==> src/hdl/serial_command_frame_receiver_top_assert.svh <==
// Assertion macros shared by the frame receiver modules.
// Each macro checks one property on the rising clock edge and is off while reset is active.
`ifndef SERIAL_COMMAND_FRAME_RECEIVER_TOP_ASSERT_SVH
`define SERIAL_COMMAND_FRAME_RECEIVER_TOP_ASSERT_SVH

// Same-cycle implication.
`define SCFR_ASSERT_IMP(name, clk, rstn, ante, cons) \
  name: assert property (@(posedge clk) disable iff (!(rstn)) (ante) |-> (cons)) \
    else $error("scfr: same-cycle property failed");

// Next-cycle implication.
`define SCFR_ASSERT_NEXT(name, clk, rstn, ante, cons) \
  name: assert property (@(posedge clk) disable iff (!(rstn)) (ante) |=> (cons)) \
    else $error("scfr: next-cycle property failed");

`endif

==> src/hdl/scfr_pkg.sv <==
`default_nettype none

package scfr_pkg;

  // Default frame layout.
  localparam int FRAME_LEN   = 16;
  localparam int HEADER_POS  = 0;
  localparam int COMMAND_POS = 1;
  localparam int OFFSET_POS  = 1;
  localparam int LENGTH_POS  = 2;
  localparam int VALUE_POS   = 3;

  // Upper bound on byte writes from one set-value frame.
  localparam int MAX_WRITES = 16;
  localparam int WR_CNT_W   = $clog2(MAX_WRITES + 1);

  // Configuration port.
  localparam int CFG_IDX_W  = 2;
  localparam int CFG_DATA_W = 16;

  localparam logic [15:0] TIMEOUT_RST = 16'd10;
  localparam logic [7:0]  DOCMD_RST   = 8'd1;
  localparam logic [7:0]  SETVAL_RST  = 8'd2;
  localparam logic [7:0]  BLINK_RST   = 8'd1;

  typedef enum logic [CFG_IDX_W-1:0] {
    CFG_TIMEOUT = 2'd0,
    CFG_DOCMD   = 2'd1,
    CFG_SETVAL  = 2'd2,
    CFG_BLINK   = 2'd3
  } cfg_idx_e;

  typedef enum logic [2:0] {
    EV_TIMEOUT = 3'd0,
    EV_ERROR   = 3'd1,
    EV_BLINK   = 3'd2,
    EV_WRITE   = 3'd3,
    EV_IGNORED = 3'd4
  } event_e;

  // Commands from the controller to the datapath.
  typedef struct packed {
    logic   take_byte;
    logic   emit_single;
    event_e single_ev;
    logic   write_start;
    logic   emit_write;
  } ctrl_cmd_t;

  // Status from the datapath to the controller.
  typedef struct packed {
    logic timeout_hit;
    logic frame_end;
    logic sum_ok;
    logic is_docmd;
    logic is_blink;
    logic is_setval;
    logic write_none;
    logic write_last;
    logic out_free;
  } dp_stat_t;

endpackage

`default_nettype wire

==> src/hdl/scfr_dpath.sv <==
`default_nettype none
`include "serial_command_frame_receiver_top_assert.svh"

module scfr_dpath import scfr_pkg::*; #(
  parameter int FrameLen   = FRAME_LEN,
  parameter int HeaderPos  = HEADER_POS,
  parameter int CommandPos = COMMAND_POS,
  parameter int OffsetPos  = OFFSET_POS,
  parameter int LengthPos  = LENGTH_POS,
  parameter int ValuePos   = VALUE_POS
) (
  input  wire logic                  clk_i,
  input  wire logic                  rst_ni,
  input  wire logic                  cfg_we_i,
  input  wire logic [CFG_IDX_W-1:0]  cfg_idx_i,
  input  wire logic [CFG_DATA_W-1:0] cfg_data_i,
  input  wire logic [7:0]            rx_byte_i,
  input  wire logic [15:0]           now_time_i,
  input  wire ctrl_cmd_t             cmd_i,
  output dp_stat_t                   stat_o,
  input  wire logic                  out_stall_i,
  output logic                       out_valid_o,
  output logic [2:0]                 event_res_o,
  output logic [7:0]                 write_addr_o,
  output logic [7:0]                 write_data_o,
  output logic                       last_o
);

  localparam int PosW     = $clog2(FrameLen);
  localparam int Room     = (ValuePos < FrameLen) ? (FrameLen - ValuePos) : 0;
  localparam int WriteMax = (Room < MAX_WRITES) ? Room : MAX_WRITES;

  logic [15:0]         timeout_q;
  logic [7:0]          docmd_q;
  logic [7:0]          setval_q;
  logic [7:0]          blink_q;

  logic                in_frame_q;
  logic [PosW-1:0]     pos_q;
  logic [15:0]         last_time_q;
  logic [7:0]          sum_q;
  logic                sum_ok_q;
  logic [7:0]          hdr_q;
  logic [7:0]          cmd_q;
  logic [7:0]          off_q;
  logic [7:0]          len_q;

  logic [7:0]          frame_mem_q [FrameLen];
  logic [7:0]          rd_data_q;
  logic [PosW-1:0]     rd_addr;
  logic [WR_CNT_W-1:0] idx_q;
  logic [WR_CNT_W-1:0] wlen;

  logic                out_valid_q;
  event_e              out_ev_q;
  logic [7:0]          out_addr_q;
  logic [7:0]          out_data_q;
  logic                out_last_q;

  logic [15:0]         gap;
  logic                timeout_hit;
  logic                frame_end;
  logic                store;
  logic                write_last;
  logic                out_free;

  // Configuration registers.
  always_ff @(posedge clk_i or negedge rst_ni) begin
    if (!rst_ni) begin
      timeout_q <= TIMEOUT_RST;
      docmd_q   <= DOCMD_RST;
      setval_q  <= SETVAL_RST;
      blink_q   <= BLINK_RST;
    end else if (cfg_we_i) begin
      case (cfg_idx_e'(cfg_idx_i))
        CFG_TIMEOUT: timeout_q <= cfg_data_i;
        CFG_DOCMD:   docmd_q   <= cfg_data_i[7:0];
        CFG_SETVAL:  setval_q  <= cfg_data_i[7:0];
        CFG_BLINK:   blink_q   <= cfg_data_i[7:0];
        default: ;
      endcase
    end
  end

  // Gap check against the previous byte of the frame in progress.
  assign gap         = now_time_i - last_time_q;
  assign timeout_hit = in_frame_q && (gap > timeout_q);
  assign frame_end   = in_frame_q && (pos_q == PosW'(FrameLen - 1));
  assign store       = cmd_i.take_byte && !timeout_hit;

  // Frame tracking, running sum and capture of the fixed header fields.
  always_ff @(posedge clk_i or negedge rst_ni) begin
    if (!rst_ni) begin
      in_frame_q  <= 1'b0;
      pos_q       <= '0;
      last_time_q <= '0;
      sum_q       <= '0;
      sum_ok_q    <= 1'b0;
      hdr_q       <= '0;
      cmd_q       <= '0;
      off_q       <= '0;
      len_q       <= '0;
    end else if (cmd_i.take_byte) begin
      if (timeout_hit) begin
        in_frame_q <= 1'b0;
        pos_q      <= '0;
      end else begin
        if (!in_frame_q) begin
          in_frame_q  <= 1'b1;
          last_time_q <= now_time_i;
          sum_q       <= rx_byte_i;
          pos_q       <= pos_q + 1'b1;
        end else if (frame_end) begin
          in_frame_q <= 1'b0;
          pos_q      <= '0;
          sum_ok_q   <= (sum_q == rx_byte_i);
        end else begin
          last_time_q <= now_time_i;
          sum_q       <= sum_q + rx_byte_i;
          pos_q       <= pos_q + 1'b1;
        end
        if (int'(pos_q) == HeaderPos) begin
          hdr_q <= rx_byte_i;
        end
        if (int'(pos_q) == CommandPos) begin
          cmd_q <= rx_byte_i;
        end
        if (int'(pos_q) == OffsetPos) begin
          off_q <= rx_byte_i;
        end
        if (int'(pos_q) == LengthPos) begin
          len_q <= rx_byte_i;
        end
      end
    end
  end

  // Frame byte store with a registered read port for the write values.
  assign rd_addr = PosW'(ValuePos + int'(idx_q));

  always_ff @(posedge clk_i) begin
    if (store) begin
      frame_mem_q[pos_q] <= rx_byte_i;
    end
    rd_data_q <= frame_mem_q[rd_addr];
  end

  // Write count: a negative length is zero, then limited to the room left in the frame and to MAX_WRITES.
  always_comb begin
    if (len_q[7]) begin
      wlen = '0;
    end else if (len_q > 8'(WriteMax)) begin
      wlen = WR_CNT_W'(WriteMax);
    end else begin
      wlen = WR_CNT_W'(len_q);
    end
  end

  assign write_last = ((idx_q + WR_CNT_W'(1)) == wlen);

  // Write index.
  always_ff @(posedge clk_i or negedge rst_ni) begin
    if (!rst_ni) begin
      idx_q <= '0;
    end else if (cmd_i.write_start) begin
      idx_q <= '0;
    end else if (cmd_i.emit_write) begin
      idx_q <= idx_q + 1'b1;
    end
  end

  // Output register.
  assign out_free = !out_valid_q || !out_stall_i;

  always_ff @(posedge clk_i or negedge rst_ni) begin
    if (!rst_ni) begin
      out_valid_q <= 1'b0;
    end else if (cmd_i.emit_single || cmd_i.emit_write) begin
      out_valid_q <= 1'b1;
    end else if (!out_stall_i) begin
      out_valid_q <= 1'b0;
    end
  end

  always_ff @(posedge clk_i) begin
    if (cmd_i.emit_single) begin
      out_ev_q   <= cmd_i.single_ev;
      out_addr_q <= '0;
      out_data_q <= '0;
      out_last_q <= 1'b1;
    end else if (cmd_i.emit_write) begin
      out_ev_q   <= EV_WRITE;
      out_addr_q <= off_q + 8'(idx_q);
      out_data_q <= rd_data_q;
      out_last_q <= write_last;
    end
  end

  assign out_valid_o  = out_valid_q;
  assign event_res_o  = out_ev_q;
  assign write_addr_o = out_addr_q;
  assign write_data_o = out_data_q;
  assign last_o       = out_last_q;

  // Status toward the controller.
  always_comb begin
    stat_o.timeout_hit = timeout_hit;
    stat_o.frame_end   = frame_end;
    stat_o.sum_ok      = sum_ok_q;
    stat_o.is_docmd    = (hdr_q == docmd_q);
    stat_o.is_blink    = (cmd_q == blink_q);
    stat_o.is_setval   = (hdr_q == setval_q);
    stat_o.write_none  = (wlen == '0);
    stat_o.write_last  = write_last;
    stat_o.out_free    = out_free;
  end

  `SCFR_ASSERT_IMP(a_idle_pos_zero, clk_i, rst_ni, !in_frame_q, pos_q == '0)
  `SCFR_ASSERT_IMP(a_only_writes_continue, clk_i, rst_ni, out_valid_q && !out_last_q, out_ev_q == EV_WRITE)
  `SCFR_ASSERT_NEXT(a_timeout_abandons, clk_i, rst_ni, cmd_i.take_byte && timeout_hit, !in_frame_q)

endmodule

`default_nettype wire

==> src/hdl/scfr_ctrl.sv <==
`default_nettype none
`include "serial_command_frame_receiver_top_assert.svh"

module scfr_ctrl import scfr_pkg::*; (
  input  wire logic     clk_i,
  input  wire logic     rst_ni,
  input  wire logic     in_valid_i,
  output logic          in_stall_o,
  input  wire dp_stat_t stat_i,
  output ctrl_cmd_t     cmd_o
);

  typedef enum logic [4:0] {
    ST_IDLE  = 5'b00001,
    ST_CHECK = 5'b00010,
    ST_EMIT  = 5'b00100,
    ST_FETCH = 5'b01000,
    ST_WRITE = 5'b10000
  } state_e;

  state_e state_q, state_d;
  event_e ev_q, ev_d;
  logic   accept;

  // Bytes are taken only while no frame result is being worked out.
  assign accept     = in_valid_i && (state_q == ST_IDLE);
  assign in_stall_o = (state_q != ST_IDLE);

  // Next state and commands.
  always_comb begin
    state_d         = state_q;
    ev_d            = ev_q;
    cmd_o           = '0;
    cmd_o.single_ev = ev_q;
    cmd_o.take_byte = accept;
    case (state_q)
      ST_IDLE: begin
        if (accept) begin
          if (stat_i.timeout_hit) begin
            ev_d    = EV_TIMEOUT;
            state_d = ST_EMIT;
          end else if (stat_i.frame_end) begin
            state_d = ST_CHECK;
          end
        end
      end
      ST_CHECK: begin
        if (!stat_i.sum_ok) begin
          ev_d    = EV_ERROR;
          state_d = ST_EMIT;
        end else if (stat_i.is_docmd) begin
          ev_d    = stat_i.is_blink ? EV_BLINK : EV_IGNORED;
          state_d = ST_EMIT;
        end else if (stat_i.is_setval) begin
          if (stat_i.write_none) begin
            state_d = ST_IDLE;
          end else begin
            cmd_o.write_start = 1'b1;
            state_d           = ST_FETCH;
          end
        end else begin
          ev_d    = EV_IGNORED;
          state_d = ST_EMIT;
        end
      end
      ST_EMIT: begin
        if (stat_i.out_free) begin
          cmd_o.emit_single = 1'b1;
          state_d           = ST_IDLE;
        end
      end
      ST_FETCH: begin
        state_d = ST_WRITE;
      end
      ST_WRITE: begin
        if (stat_i.out_free) begin
          cmd_o.emit_write = 1'b1;
          state_d          = stat_i.write_last ? ST_IDLE : ST_FETCH;
        end
      end
      default: begin
        state_d = ST_IDLE;
      end
    endcase
  end

  // State registers.
  always_ff @(posedge clk_i or negedge rst_ni) begin
    if (!rst_ni) begin
      state_q <= ST_IDLE;
      ev_q    <= EV_TIMEOUT;
    end else begin
      state_q <= state_d;
      ev_q    <= ev_d;
    end
  end

  `SCFR_ASSERT_IMP(a_state_onehot, clk_i, rst_ni, 1'b1, $onehot(state_q))
  `SCFR_ASSERT_NEXT(a_fetch_to_write, clk_i, rst_ni, state_q == ST_FETCH, state_q == ST_WRITE)
  `SCFR_ASSERT_NEXT(a_final_byte_checks, clk_i, rst_ni, accept && !stat_i.timeout_hit && stat_i.frame_end, state_q == ST_CHECK)

endmodule

`default_nettype wire

==> src/hdl/serial_command_frame_receiver_top.sv <==
// Serial command frame receiver. Received bytes arrive with a 16-bit timestamp and are
// collected into fixed-length frames; a byte that comes later than the configured timeout
// after the previous byte of a frame is dropped, the frame is abandoned and a timeout event
// is given. A full frame is checked against its 8-bit additive sum, a failure giving an
// error event, and is then dispatched on its header byte into a blink or ignored event, or
// a series of configuration byte writes. A byte that does not end a frame is taken without
// holding the input; a byte dropped for a timeout then holds the input while its event is
// loaded. A frame's final byte holds the input for a check state and then the load of a
// single event, or a fetch and a write state per byte write, because each write value
// comes through the registered read port of the frame store; a stalled output lengthens
// each of these waits. The default layout allows at most 13 writes; a longer frame allows
// the full 16 writes. The output register lets the input take a new byte while the last
// result of a frame still waits for its transfer.
`default_nettype none

module serial_command_frame_receiver_top import scfr_pkg::*; #(
  parameter int FrameLen   = FRAME_LEN,
  parameter int HeaderPos  = HEADER_POS,
  parameter int CommandPos = COMMAND_POS,
  parameter int OffsetPos  = OFFSET_POS,
  parameter int LengthPos  = LENGTH_POS,
  parameter int ValuePos   = VALUE_POS
) (
  input  wire logic                  clk_i,
  input  wire logic                  rst_ni,
  input  wire logic                  cfg_we_i,
  input  wire logic [CFG_IDX_W-1:0]  cfg_idx_i,
  input  wire logic [CFG_DATA_W-1:0] cfg_data_i,
  input  wire logic                  in_valid_i,
  output logic                       in_stall_o,
  input  wire logic [7:0]            rx_byte_i,
  input  wire logic [15:0]           now_time_i,
  output logic                       out_valid_o,
  input  wire logic                  out_stall_i,
  output logic [2:0]                 event_res_o,
  output logic [7:0]                 write_addr_o,
  output logic [7:0]                 write_data_o,
  output logic                       last_o
);

  ctrl_cmd_t cmd;
  dp_stat_t  stat;

  // Sequencing of accepts, frame checks and result transfers.
  scfr_ctrl u_ctrl (
    .clk_i      (clk_i),
    .rst_ni     (rst_ni),
    .in_valid_i (in_valid_i),
    .in_stall_o (in_stall_o),
    .stat_i     (stat),
    .cmd_o      (cmd)
  );

  // Frame storage, checks and the output register.
  scfr_dpath #(
    .FrameLen   (FrameLen),
    .HeaderPos  (HeaderPos),
    .CommandPos (CommandPos),
    .OffsetPos  (OffsetPos),
    .LengthPos  (LengthPos),
    .ValuePos   (ValuePos)
  ) u_dpath (
    .clk_i        (clk_i),
    .rst_ni       (rst_ni),
    .cfg_we_i     (cfg_we_i),
    .cfg_idx_i    (cfg_idx_i),
    .cfg_data_i   (cfg_data_i),
    .rx_byte_i    (rx_byte_i),
    .now_time_i   (now_time_i),
    .cmd_i        (cmd),
    .stat_o       (stat),
    .out_stall_i  (out_stall_i),
    .out_valid_o  (out_valid_o),
    .event_res_o  (event_res_o),
    .write_addr_o (write_addr_o),
    .write_data_o (write_data_o),
    .last_o       (last_o)
  );

endmodule

`default_nettype wire
==> config.mk <==
export PLATFORM = sky130hd
export DESIGN_NAME = serial_command_frame_receiver_top
export DESIGN_NICKNAME = d
export VERILOG_FILES = /design/src/hdl/scfr_pkg.sv /design/src/hdl/scfr_dpath.sv /design/src/hdl/scfr_ctrl.sv /design/src/hdl/serial_command_frame_receiver_top.sv
export VERILOG_INCLUDE_DIRS = /design/src /design/src/hdl
export SDC_FILE = /design/constraint.sdc
export NUM_CORES = 1
export LEC_CHECK = 0
export ABC_AREA = 1
export BUFFER_PORTS_ARGS = -buffer_cell sky130_fd_sc_hd__buf_2
export CORE_MARGIN = 8
export CORE_UTILIZATION = 54
export DETAILED_ROUTE_END_ITERATION = 16
export PLACE_DENSITY = 0.71
export SLEW_MARGIN = 40
export SYNTH_ARGS = -nofsm -noshare
export SYNTH_HDL_FRONTEND = slang
export SYNTH_SLANG_ARGS = --single-unit
==> constraint.sdc <==
create_clock -name clk_i -period 4.6 [get_ports clk_i]
set_input_delay 0 -clock clk_i [delete_from_list [all_inputs] [get_ports clk_i]]
set_output_delay 0 -clock clk_i [all_outputs]
set_load 0.005 [all_outputs]
==> results of run 1 <==
cells in the final DEF, fill, tap and decap left out, types with 4 or more instances in the layout:
master,instances
nand2_1,231
nor2_1,182
inv_1,156
edfxtp_1,131
o21ai_0,123
dfrtp_1,101
buf_2,67
a21oi_1,48
ha_1,48
dlygate4sd3_1,43
nand3_1,41
clkbuf_16,29
o21ai_1,28
o21ai_2,25
dfxtp_1,25
o32ai_1,23
nand4_1,21
xor2_1,20
xnor2_1,15
mux2i_1,9
o221ai_1,9
o211ai_1,8
buf_4,7
clkinv_2,6
bufinv_16,6
dfstp_2,6
nor3_1,5
or2_2,5
inv_2,4
nand3_4,4
clkinvlp_4,4
report_power, final:
part	switching [mW]	leakage, nW	internal [mW]
registers	0.276	2.72	2.85
clock network	0.937	0.487	1.50
logic	1.57	3.29	0.958
worst max path at each step:
stage	from	end	slack (ps)	cells past startpoint
2_1_floorplan	u_dpath.last_time_q[0]$_DFFE_PN0P_	u_dpath.frame_mem_q[11][0]$_DFFE_PP_	1050	18
3_3_place_gp	u_dpath.last_time_q[0]$_DFFE_PN0P_	u_dpath.frame_mem_q[5][7]$_DFFE_PP_	590	18
3_5_place_dp	u_dpath.last_time_q[0]$_DFFE_PN0P_	u_dpath.frame_mem_q[8][2]$_DFFE_PP_	510	18
4_1_cts	u_dpath.last_time_q[0]$_DFFE_PN0P_	u_dpath.frame_mem_q[8][7]$_DFFE_PP_	480	18
5_1_grt	u_dpath.last_time_q[0]$_DFFE_PN0P_	u_dpath.frame_mem_q[4][7]$_DFFE_PP_	100	19
6_report	u_dpath.last_time_q[0]$_DFFE_PN0P_	u_dpath.frame_mem_q[6][6]$_DFFE_PP_	460	18
flip-flops by register name, summed over array words and instances (netlist names):
register and cells:
u_ctrl.ev_q 3, u_dpath.rd_data_q 8, u_dpath.frame_mem_q 128, u_ctrl.state_q 5, u_dpath.docmd_q 8, u_dpath.blink_q 8, u_dpath.last_time_q 16, u_dpath.setval_q 8
u_dpath.idx_q 5, u_dpath.pos_q 4, u_dpath.last_o 1, u_dpath.sum_q 8, u_dpath.sum_ok_q 1, u_dpath.timeout_q 16, u_dpath.write_addr_o 8, u_dpath.hdr_q 8
u_dpath.in_frame_q 1, u_dpath.event_res_o 3, u_dpath.len_q 8, u_dpath.out_valid_o 1, u_dpath.cmd_q 8, u_dpath.write_data_o 8
per-layer routing:
layer,wire (um),vias to the layer above
met4,879,0
met3,2204,73
met5,0,-
met1,12990,4546
li1,-,4740
met2,14150,383
area by class of cell:
class	count	area [um2]
multi-input cells	876	4908
well taps	319	399.1
fillers	1944	8574
clock inverters	20	267.8
clock buffers	32	747.0
flip-flops and latches	264	7146
repair buffers	118	829.5
inverters	160	600.6
synthesized netlist by cell type (15+ instances only):
cell type  instances
a21oi_1           48
buf_2             16
clkbuf_1          16
dfrtp_1          102
dfxtp_1           25
edfxtp_1         131
ha_1              49
inv_1            156
nand2_1          232
nand3_1           41
nand4_1           21
nor2_1           182
o21ai_0          123
o21ai_1           28
o21ai_2           25
o32ai_1           23
xnor2_1           15
xor2_1            20
cells by family (layout without fill, tap and decap cells):
logic type / after synthesis / after routing
fa+ha+maj: 52 / 52
mux: 9 / 9
compound gates: 276 / 276
flops: 264 / 264
xor+xnor: 37 / 37
buf+inv: 205 / 330
simple gates: 502 / 502
worst max-delay path: stages, from the launching register on:
cell and delay [ps]:
dfrtp_1 380, ha_1 220, fa_1 450, nor3_1 210, nor2_1 110, o21ai_0 260, nand2_1 80, nand2_1 80
xor2_1 160, ha_1 260, nand2_1 60, o21ai_0 80, a21oi_1 140, nand2_1 110, nand2_4 190, nand2_1 120
inv_2 100, nand2_1 170, nor2_1 610
through the flow:
step                power [mW]  std cells  setup WS [ps]
floorplan                5.067       1345           1053
global placement         5.565       1694          594.7
detailed placement       5.640       1694          507.6
CTS                      8.120       1789          484.0
global route             8.617       1789          104.3
finish                   8.085       1789          463.5
repair_timing:
action                    4_1_cts  5_1_grt
hold endpoints to repair      263        0
setup buffers                   0        0
hold buffers                   43        0
==> flow_results.xml, run 1 <==
<?xml version="1.0" encoding="UTF-8"?>
<metrics>
  <group name="synth">
    <metric name="yosys.area_share.adder" unit="">0.05212</metric>
    <metric name="synth_mux_area_frac" unit="">0.006975</metric>
    <metric name="postSynth.asyncResetShare" unit="">0.4091</metric>
    <metric name="fraction_of_synthesized_cell_area_in_xor_and_xnor_cells" unit="">0.02712</metric>
    <metric name="synth.yosys.seq_area_share" unit="">0.5531</metric>
    <metric name="yosys_most_used_dff" unit="">edfxtp_1</metric>
    <metric name="number_of_synthesized_register_bits" unit="">264</metric>
    <metric name="post_synth_num_cell_types" unit="">49</metric>
    <metric name="syn_nets" unit="">1444</metric>
    <metric name="synth_compound_gate_area_share" unit="">0.1276</metric>
    <metric name="largest_family_of_logic_cells_by_synthesized_area" unit="">simple AND/OR/NAND/NOR gates</metric>
    <metric name="synthesis.instances" unit="">1345</metric>
    <metric name="netlist.area_leader.share" unit="">0.3046</metric>
    <metric name="number_of_synthesized_flops_with_an_enable_pin" unit="">131</metric>
    <metric name="synth_area_leaders" unit="">edfxtp_1 (30%), dfrtp_1 (20%), nand2_1 (6.7%)</metric>
    <metric name="yosys.area.top_type" unit="">edfxtp_1</metric>
    <metric name="syn-mean-instance-area" unit="um2">9.603</metric>
    <metric name="synth.yosys.warnings" unit="">0</metric>
    <metric name="netlist_area" unit="mm2">0.01292</metric>
    <metric name="yosys.area_share.simple" unit="">0.1658</metric>
  </group>
  <group name="cells_and_area">
    <metric name="antenna_diode_count" unit="">0</metric>
    <metric name="finish.instance_area" unit="mm2">0.01490</metric>
    <metric name="syn_to_final_growth" unit="%">15.34</metric>
    <metric name="drive_gt1_frac" unit="">0.1224</metric>
    <metric name="final_nets" unit="">1547</metric>
    <metric name="final_core_utilization" unit="">0.6347</metric>
  </group>
  <group name="sta">
    <metric name="timing_max_transition_violations_final" unit="">0</metric>
    <metric name="fin_tns_setup" unit="ps">0</metric>
    <metric name="worst_clock_skew" unit="ps">24.11</metric>
    <metric name="fmax" unit="GHz">0.2418</metric>
    <metric name="worst_hold_slack" unit="ps">30.37</metric>
    <metric name="final_number_of_setup_violating_endpoints" unit="">0</metric>
    <metric name="unrepaired_setup_endpoints_after_global_routing" unit="">no</metric>
    <metric name="layout_min_cycle_time" unit="ps">4136</metric>
    <metric name="timing.final.hold_violations" unit="">0</metric>
    <metric name="maxSlewHeadroom" unit="">0.5016</metric>
    <metric name="timing_worst_slew_pin_value" unit="ps">747.6</metric>
    <metric name="min_period_over_period" unit="">0.8992</metric>
  </group>
  <group name="grt">
    <metric name="gr-total-overflow" unit="">0</metric>
    <metric name="grt_use_met3" unit="">0.03411</metric>
    <metric name="first_global_vias" unit="">9593</metric>
    <metric name="grt_first_pass_wirelength" unit="mm">49.43</metric>
    <metric name="grt_use_total" unit="">0.2117</metric>
    <metric name="global_route.usage.met2" unit="">0.3500</metric>
    <metric name="grt_max_degree" unit="">77</metric>
    <metric name="gr-max-usage-layer" unit="">met2</metric>
    <metric name="grt_util_met1" unit="">0.2836</metric>
    <metric name="grt_antenna_before_repair" unit="">0</metric>
  </group>
  <group name="setup_path">
    <metric name="critical_path_peak_fanout" unit="">10</metric>
    <metric name="worstReg2RegEnd" unit="">u_dpath.frame_mem_q[6][6]$_DFFE_PP_</metric>
    <metric name="worst_r2r_startpoint" unit="">u_dpath.last_time_q[0]$_DFFE_PN0P_</metric>
    <metric name="regToRegSetupSlack" unit="ps">460</metric>
    <metric name="critical_path_arrival" unit="ps">4320</metric>
    <metric name="ff2ff_path_depth" unit="">18</metric>
    <metric name="critical_path_end_type" unit="">register</metric>
    <metric name="path_class" unit="">reg -&gt; reg</metric>
    <metric name="timing.critical_path.from_type" unit="">register</metric>
    <metric name="cp_data_required_time" unit="ps">4780</metric>
  </group>
  <group name="cts">
    <metric name="numCtsBuffers" unit="">28</metric>
    <metric name="max-clock-path-buffers" unit="">3</metric>
    <metric name="worst_skew_pair.late_latency" unit="ps">550</metric>
    <metric name="reg_clk_slew_reported_paths" unit="ps">60</metric>
    <metric name="clock_sink_count" unit="">264</metric>
    <metric name="clock_tree_from_tritoncts" unit="">done</metric>
    <metric name="cts_root_buffer" unit="">clkbuf_16</metric>
    <metric name="ctsResizeCount" unit="">0</metric>
    <metric name="htreeDepth" unit="">1</metric>
  </group>
  <group name="place">
    <metric name="detailed_place.area" unit="mm2">0.01345</metric>
    <metric name="place.detailed.hpwl" unit="mm">20.41</metric>
    <metric name="gpl.final_weighted_congestion" unit="">0.8832</metric>
    <metric name="port_buffers" unit="">68</metric>
  </group>
  <group name="die">
    <metric name="start_util" unit="">0.5503</metric>
    <metric name="die_w" unit="um">170.7</metric>
    <metric name="rows" unit="">56</metric>
    <metric name="num_io_pins" unit="">69</metric>
    <metric name="chipHeight" unit="um">170.7</metric>
    <metric name="die_area" unit="mm2">0.02912</metric>
    <metric name="fp.coreArea" unit="mm2">0.02347</metric>
  </group>
  <group name="route">
    <metric name="postRouteAntennaNets" unit="">0</metric>
    <metric name="post_drt_via_cell_ratio" unit="">5.446</metric>
    <metric name="wirelength" unit="mm">30.22</metric>
    <metric name="drtIter0Drc" unit="">779</metric>
    <metric name="post-route-drc-count" unit="">0</metric>
    <metric name="routed_wire_length_per_instance" unit="um">16.89</metric>
    <metric name="routed-via-count" unit="">9742</metric>
    <metric name="total_iterations_of_the_first_detailed_routing_run" unit="">5</metric>
  </group>
  <group name="worst_hold_path">
    <metric name="worstHoldStart" unit="">cfg_we_i</metric>
    <metric name="hold_end" unit="">u_dpath.docmd_q[0]$_DFFE_PN1P_</metric>
    <metric name="worst_hold_path.num_cells" unit="">4</metric>
    <metric name="worst_min_path_class" unit="">in -&gt; reg</metric>
  </group>
  <group name="power">
    <metric name="peakVddDrop" unit="uV">398.1</metric>
    <metric name="p_per_area" unit="mW/mm2">542.7</metric>
    <metric name="cellLeakagePower" unit="nW">6.494</metric>
  </group>
  <group name="run_status">
    <metric name="status" unit="">completed</metric>
  </group>
  <group name="run">
    <metric name="maxCapViolCount" unit="">0</metric>
  </group>
</metrics>
Note: power is estimated with default switching activity, not from simulation.
==> inputs of run 2 (changes only) <==
Settings changed: ABC_CLOCK_PERIOD_IN_PS from default to 3450, PLACE_DENSITY 0.71 to 0.74.
Clock period 4.6 ns to 3.45 ns, I/O delays scaled along.
==> run 2 against run 1 <==
Against the previous run:
- fmax up 22%
- sequential power up 34%
- largest power group unchanged
- final cell count up 2.1%
- clock skew down 15 ps
- critical path depth up 3
- clock power up 12%
==> flow_results.xml, run 2 (synthesis gave the netlist of run 1 again) <==
<?xml version="1.0" encoding="UTF-8"?>
<metrics>
  <group name="run_status">
    <metric name="status" unit="">completed</metric>
  </group>
  <group name="cts">
    <metric name="reg_clk_slew_reported_paths" unit="ps">60</metric>
    <metric name="htreeDepth" unit="">1</metric>
    <metric name="max-clock-path-buffers" unit="">3</metric>
    <metric name="worst_skew_pair.late_latency" unit="ps">530</metric>
    <metric name="cts_root_buffer" unit="">clkbuf_16</metric>
    <metric name="clock_sink_count" unit="">264</metric>
    <metric name="clock_tree_from_tritoncts" unit="">done</metric>
    <metric name="numCtsBuffers" unit="">27</metric>
  </group>
  <group name="route">
    <metric name="total_iterations_of_the_first_detailed_routing_run" unit="">5</metric>
    <metric name="drtIter0Drc" unit="">863</metric>
    <metric name="wirelength" unit="mm">31.16</metric>
    <metric name="routed-via-count" unit="">9984</metric>
    <metric name="post-route-drc-count" unit="">0</metric>
    <metric name="routed_wire_length_per_instance" unit="um">17.05</metric>
    <metric name="post_drt_via_cell_ratio" unit="">5.465</metric>
    <metric name="postRouteAntennaNets" unit="">0</metric>
  </group>
  <group name="power">
    <metric name="fin_total_pwr" unit="mW">10.85</metric>
    <metric name="cellLeakagePower" unit="nW">6.692</metric>
    <metric name="peakVddDrop" unit="uV">512.9</metric>
    <metric name="p_per_area" unit="mW/mm2">707.0</metric>
  </group>
  <group name="sta">
    <metric name="maxSlewHeadroom" unit="">0.5252</metric>
    <metric name="worst_hold_slack" unit="ps">81.25</metric>
    <metric name="unrepaired_setup_endpoints_after_global_routing" unit="">yes</metric>
    <metric name="min_period_over_period" unit="">0.9817</metric>
    <metric name="timing_max_transition_violations_final" unit="">0</metric>
    <metric name="fmax" unit="GHz">0.2952</metric>
    <metric name="layout_min_cycle_time" unit="ps">3387</metric>
    <metric name="final_number_of_setup_violating_endpoints" unit="">0</metric>
    <metric name="timing_worst_slew_pin_value" unit="ps">712.2</metric>
    <metric name="worst_clock_skew" unit="ps">8.897</metric>
    <metric name="timing.final.hold_violations" unit="">0</metric>
  </group>
  <group name="cells_and_area">
    <metric name="syn_to_final_growth" unit="%">18.83</metric>
    <metric name="antenna_diode_count" unit="">0</metric>
    <metric name="most-common-layout-cells" unit="">nand2_1 (222), nor2_1 (164), inv_1 (156)</metric>
    <metric name="largest_register_ff_count" unit="">128</metric>
    <metric name="drive_gt1_frac" unit="">0.1737</metric>
    <metric name="final_nets" unit="">1589</metric>
    <metric name="top_register" unit="">u_dpath.frame_mem_q</metric>
    <metric name="fillCellCount" unit="">1841</metric>
    <metric name="top_regs" unit="">u_dpath.frame_mem_q: 128 flops, u_dpath.last_time_q: 16 flops, u_dpath.timeout_q: 16 flops</metric>
    <metric name="mostFrequentLayoutCell" unit="">nand2_1</metric>
  </group>
  <group name="worst_hold_path">
    <metric name="worstHoldStart" unit="">cfg_we_i</metric>
    <metric name="worst_hold_path.num_cells" unit="">4</metric>
    <metric name="hold_end" unit="">u_dpath.docmd_q[0]$_DFFE_PN1P_</metric>
    <metric name="worst_min_path_class" unit="">in -&gt; reg</metric>
  </group>
  <group name="setup_path">
    <metric name="worst_r2r_startpoint" unit="">u_dpath.last_time_q[0]$_DFFE_PN0P_</metric>
    <metric name="crit_path_cell_trace" unit="">ha_2, fa_2, nor3_2, nor2_2, o21ai_1, nand2_1, nand2_1, xor2_1, ha_1, nand3_2, nor2_2, nand2_1, inv_1, nand2_1, nand2_1, nand2_4, nand2_2, clkinv_4, nand2_4, nor2_2, buf_6</metric>
    <metric name="crit_path_frequent_cell" unit="">nand2_1</metric>
    <metric name="critical_path_peak_fanout" unit="">8</metric>
    <metric name="ff2ff_path_depth" unit="">21</metric>
    <metric name="critical_path_end_type" unit="">register</metric>
    <metric name="path_class" unit="">reg -&gt; reg</metric>
    <metric name="regToRegSetupSlack" unit="ps">60</metric>
    <metric name="timing.critical_path.from_type" unit="">register</metric>
    <metric name="critical_path.max_stage_delay" unit="ps">380</metric>
    <metric name="cp_data_required_time" unit="ps">3680</metric>
    <metric name="worstReg2RegEnd" unit="">u_dpath.frame_mem_q[3][1]$_DFFE_PP_</metric>
    <metric name="critical_path_arrival" unit="ps">3620</metric>
    <metric name="slowest_stage" unit="">dfrtp_1</metric>
  </group>
  <group name="die">
    <metric name="fp.coreArea" unit="mm2">0.02347</metric>
    <metric name="rows" unit="">56</metric>
    <metric name="die_area" unit="mm2">0.02912</metric>
    <metric name="start_util" unit="">0.5503</metric>
    <metric name="chipHeight" unit="um">170.7</metric>
    <metric name="die_w" unit="um">170.7</metric>
    <metric name="num_io_pins" unit="">69</metric>
  </group>
  <group name="run">
    <metric name="maxCapViolCount" unit="">0</metric>
  </group>
  <group name="place">
    <metric name="gpl.final_weighted_congestion" unit="">0.8914</metric>
    <metric name="port_buffers" unit="">68</metric>
    <metric name="place.detailed.hpwl" unit="mm">20.78</metric>
  </group>
  <group name="grt">
    <metric name="first_global_vias" unit="">9756</metric>
    <metric name="grt_use_total" unit="">0.2107</metric>
    <metric name="grt_max_degree" unit="">81</metric>
    <metric name="grt_antenna_before_repair" unit="">0</metric>
    <metric name="grt_first_pass_wirelength" unit="mm">49.32</metric>
    <metric name="gr-total-overflow" unit="">0</metric>
  </group>
</metrics>
## run 2: through the flow
stage	setup WS, ps	TNS (ps)	util	cells	instance area [um2]
final	63.01	0	0.6539	1827	15350
after global placement	-55.84	-2874	0.5841	1726	13710
after global routing	-117.0	-11360	0.6539	1827	15350
after detailed placement	-199.5	-16660	0.5843	1726	13720
after CTS	-5.534	-11.04	0.6391	1816	15000
after floorplan	-97.26	-12370	-	1345	12920
## run 2: layout make-up
class	instances	area (um2)	area share
clock buffer	35	735.7	0.04793
clock inverter	12	87.58	0.005706
inverter	160	605.6	0.03946
multi-input combinational	876	5130	0.3342
sequential	264	7146	0.4656
tap	319	399.1	0.02600
timing repair buffer	161	1245	0.08111
## run 2: power breakdown
part | switching, mW | leakage [nW] | internal [mW]
Clock | 1.17 | 0.405 | 1.57
Combinational | 2.34 | 3.57 | 1.61
Sequential | 0.376 | 2.72 | 3.79
## run 2: timing repair
item | 4_1_cts | 5_1_grt
hold buffers | 43 | 1
resized for setup | 13 | 67
endpoints found under the hold margin | 253 | 27
gates cloned | 0 | 0
setup endpoints to repair | 152 | 184
setup buffers | 0 | 9
pin swaps | 2 | 20
## run 2: routing by layer
metal | share of wire | global-route usage
met5 | 0 | 0
met4 | 0.024 | 0.06140
met3 | 0.059 | 0.03250
met2 | 0.50 | 0.3665
met1 | 0.42 | 0.2687
## run 2: critical path, delay by kind of cell (launching register included)
kind | cells | cell delay (ps)
AND/OR/NAND/NOR | 13 | 1140
buffers and inverters | 3 | 330
AO/OA/AOI/OAI | 1 | 180
adder cells (fa/ha/maj) | 3 | 860
flip-flops | 1 | 380
XOR/XNOR | 1 | 200
## run 2: worst max path at each step
| stage | cells after the start | end | slack (ps) | from |
|---|---|---|---|---|
| floorplan | 18 | u_dpath.frame_mem_q[11][0]$_DFFE_PP_ | -100 | u_dpath.last_time_q[0]$_DFFE_PN0P_ |
| global placement | 19 | u_dpath.frame_mem_q[3][1]$_DFFE_PP_ | -60 | u_dpath.last_time_q[0]$_DFFE_PN0P_ |
| detailed placement | 19 | u_dpath.frame_mem_q[15][1]$_DFFE_PP_ | -200 | u_dpath.last_time_q[0]$_DFFE_PN0P_ |
| CTS | 19 | u_dpath.frame_mem_q[0][3]$_DFFE_PP_ | -6 | u_dpath.last_time_q[0]$_DFFE_PN0P_ |
| global route | 20 | u_dpath.frame_mem_q[3][1]$_DFFE_PP_ | -120 | u_dpath.last_time_q[1]$_DFFE_PN0P_ |
| finish | 21 | u_dpath.frame_mem_q[3][1]$_DFFE_PP_ | 60 | u_dpath.last_time_q[0]$_DFFE_PN0P_ |
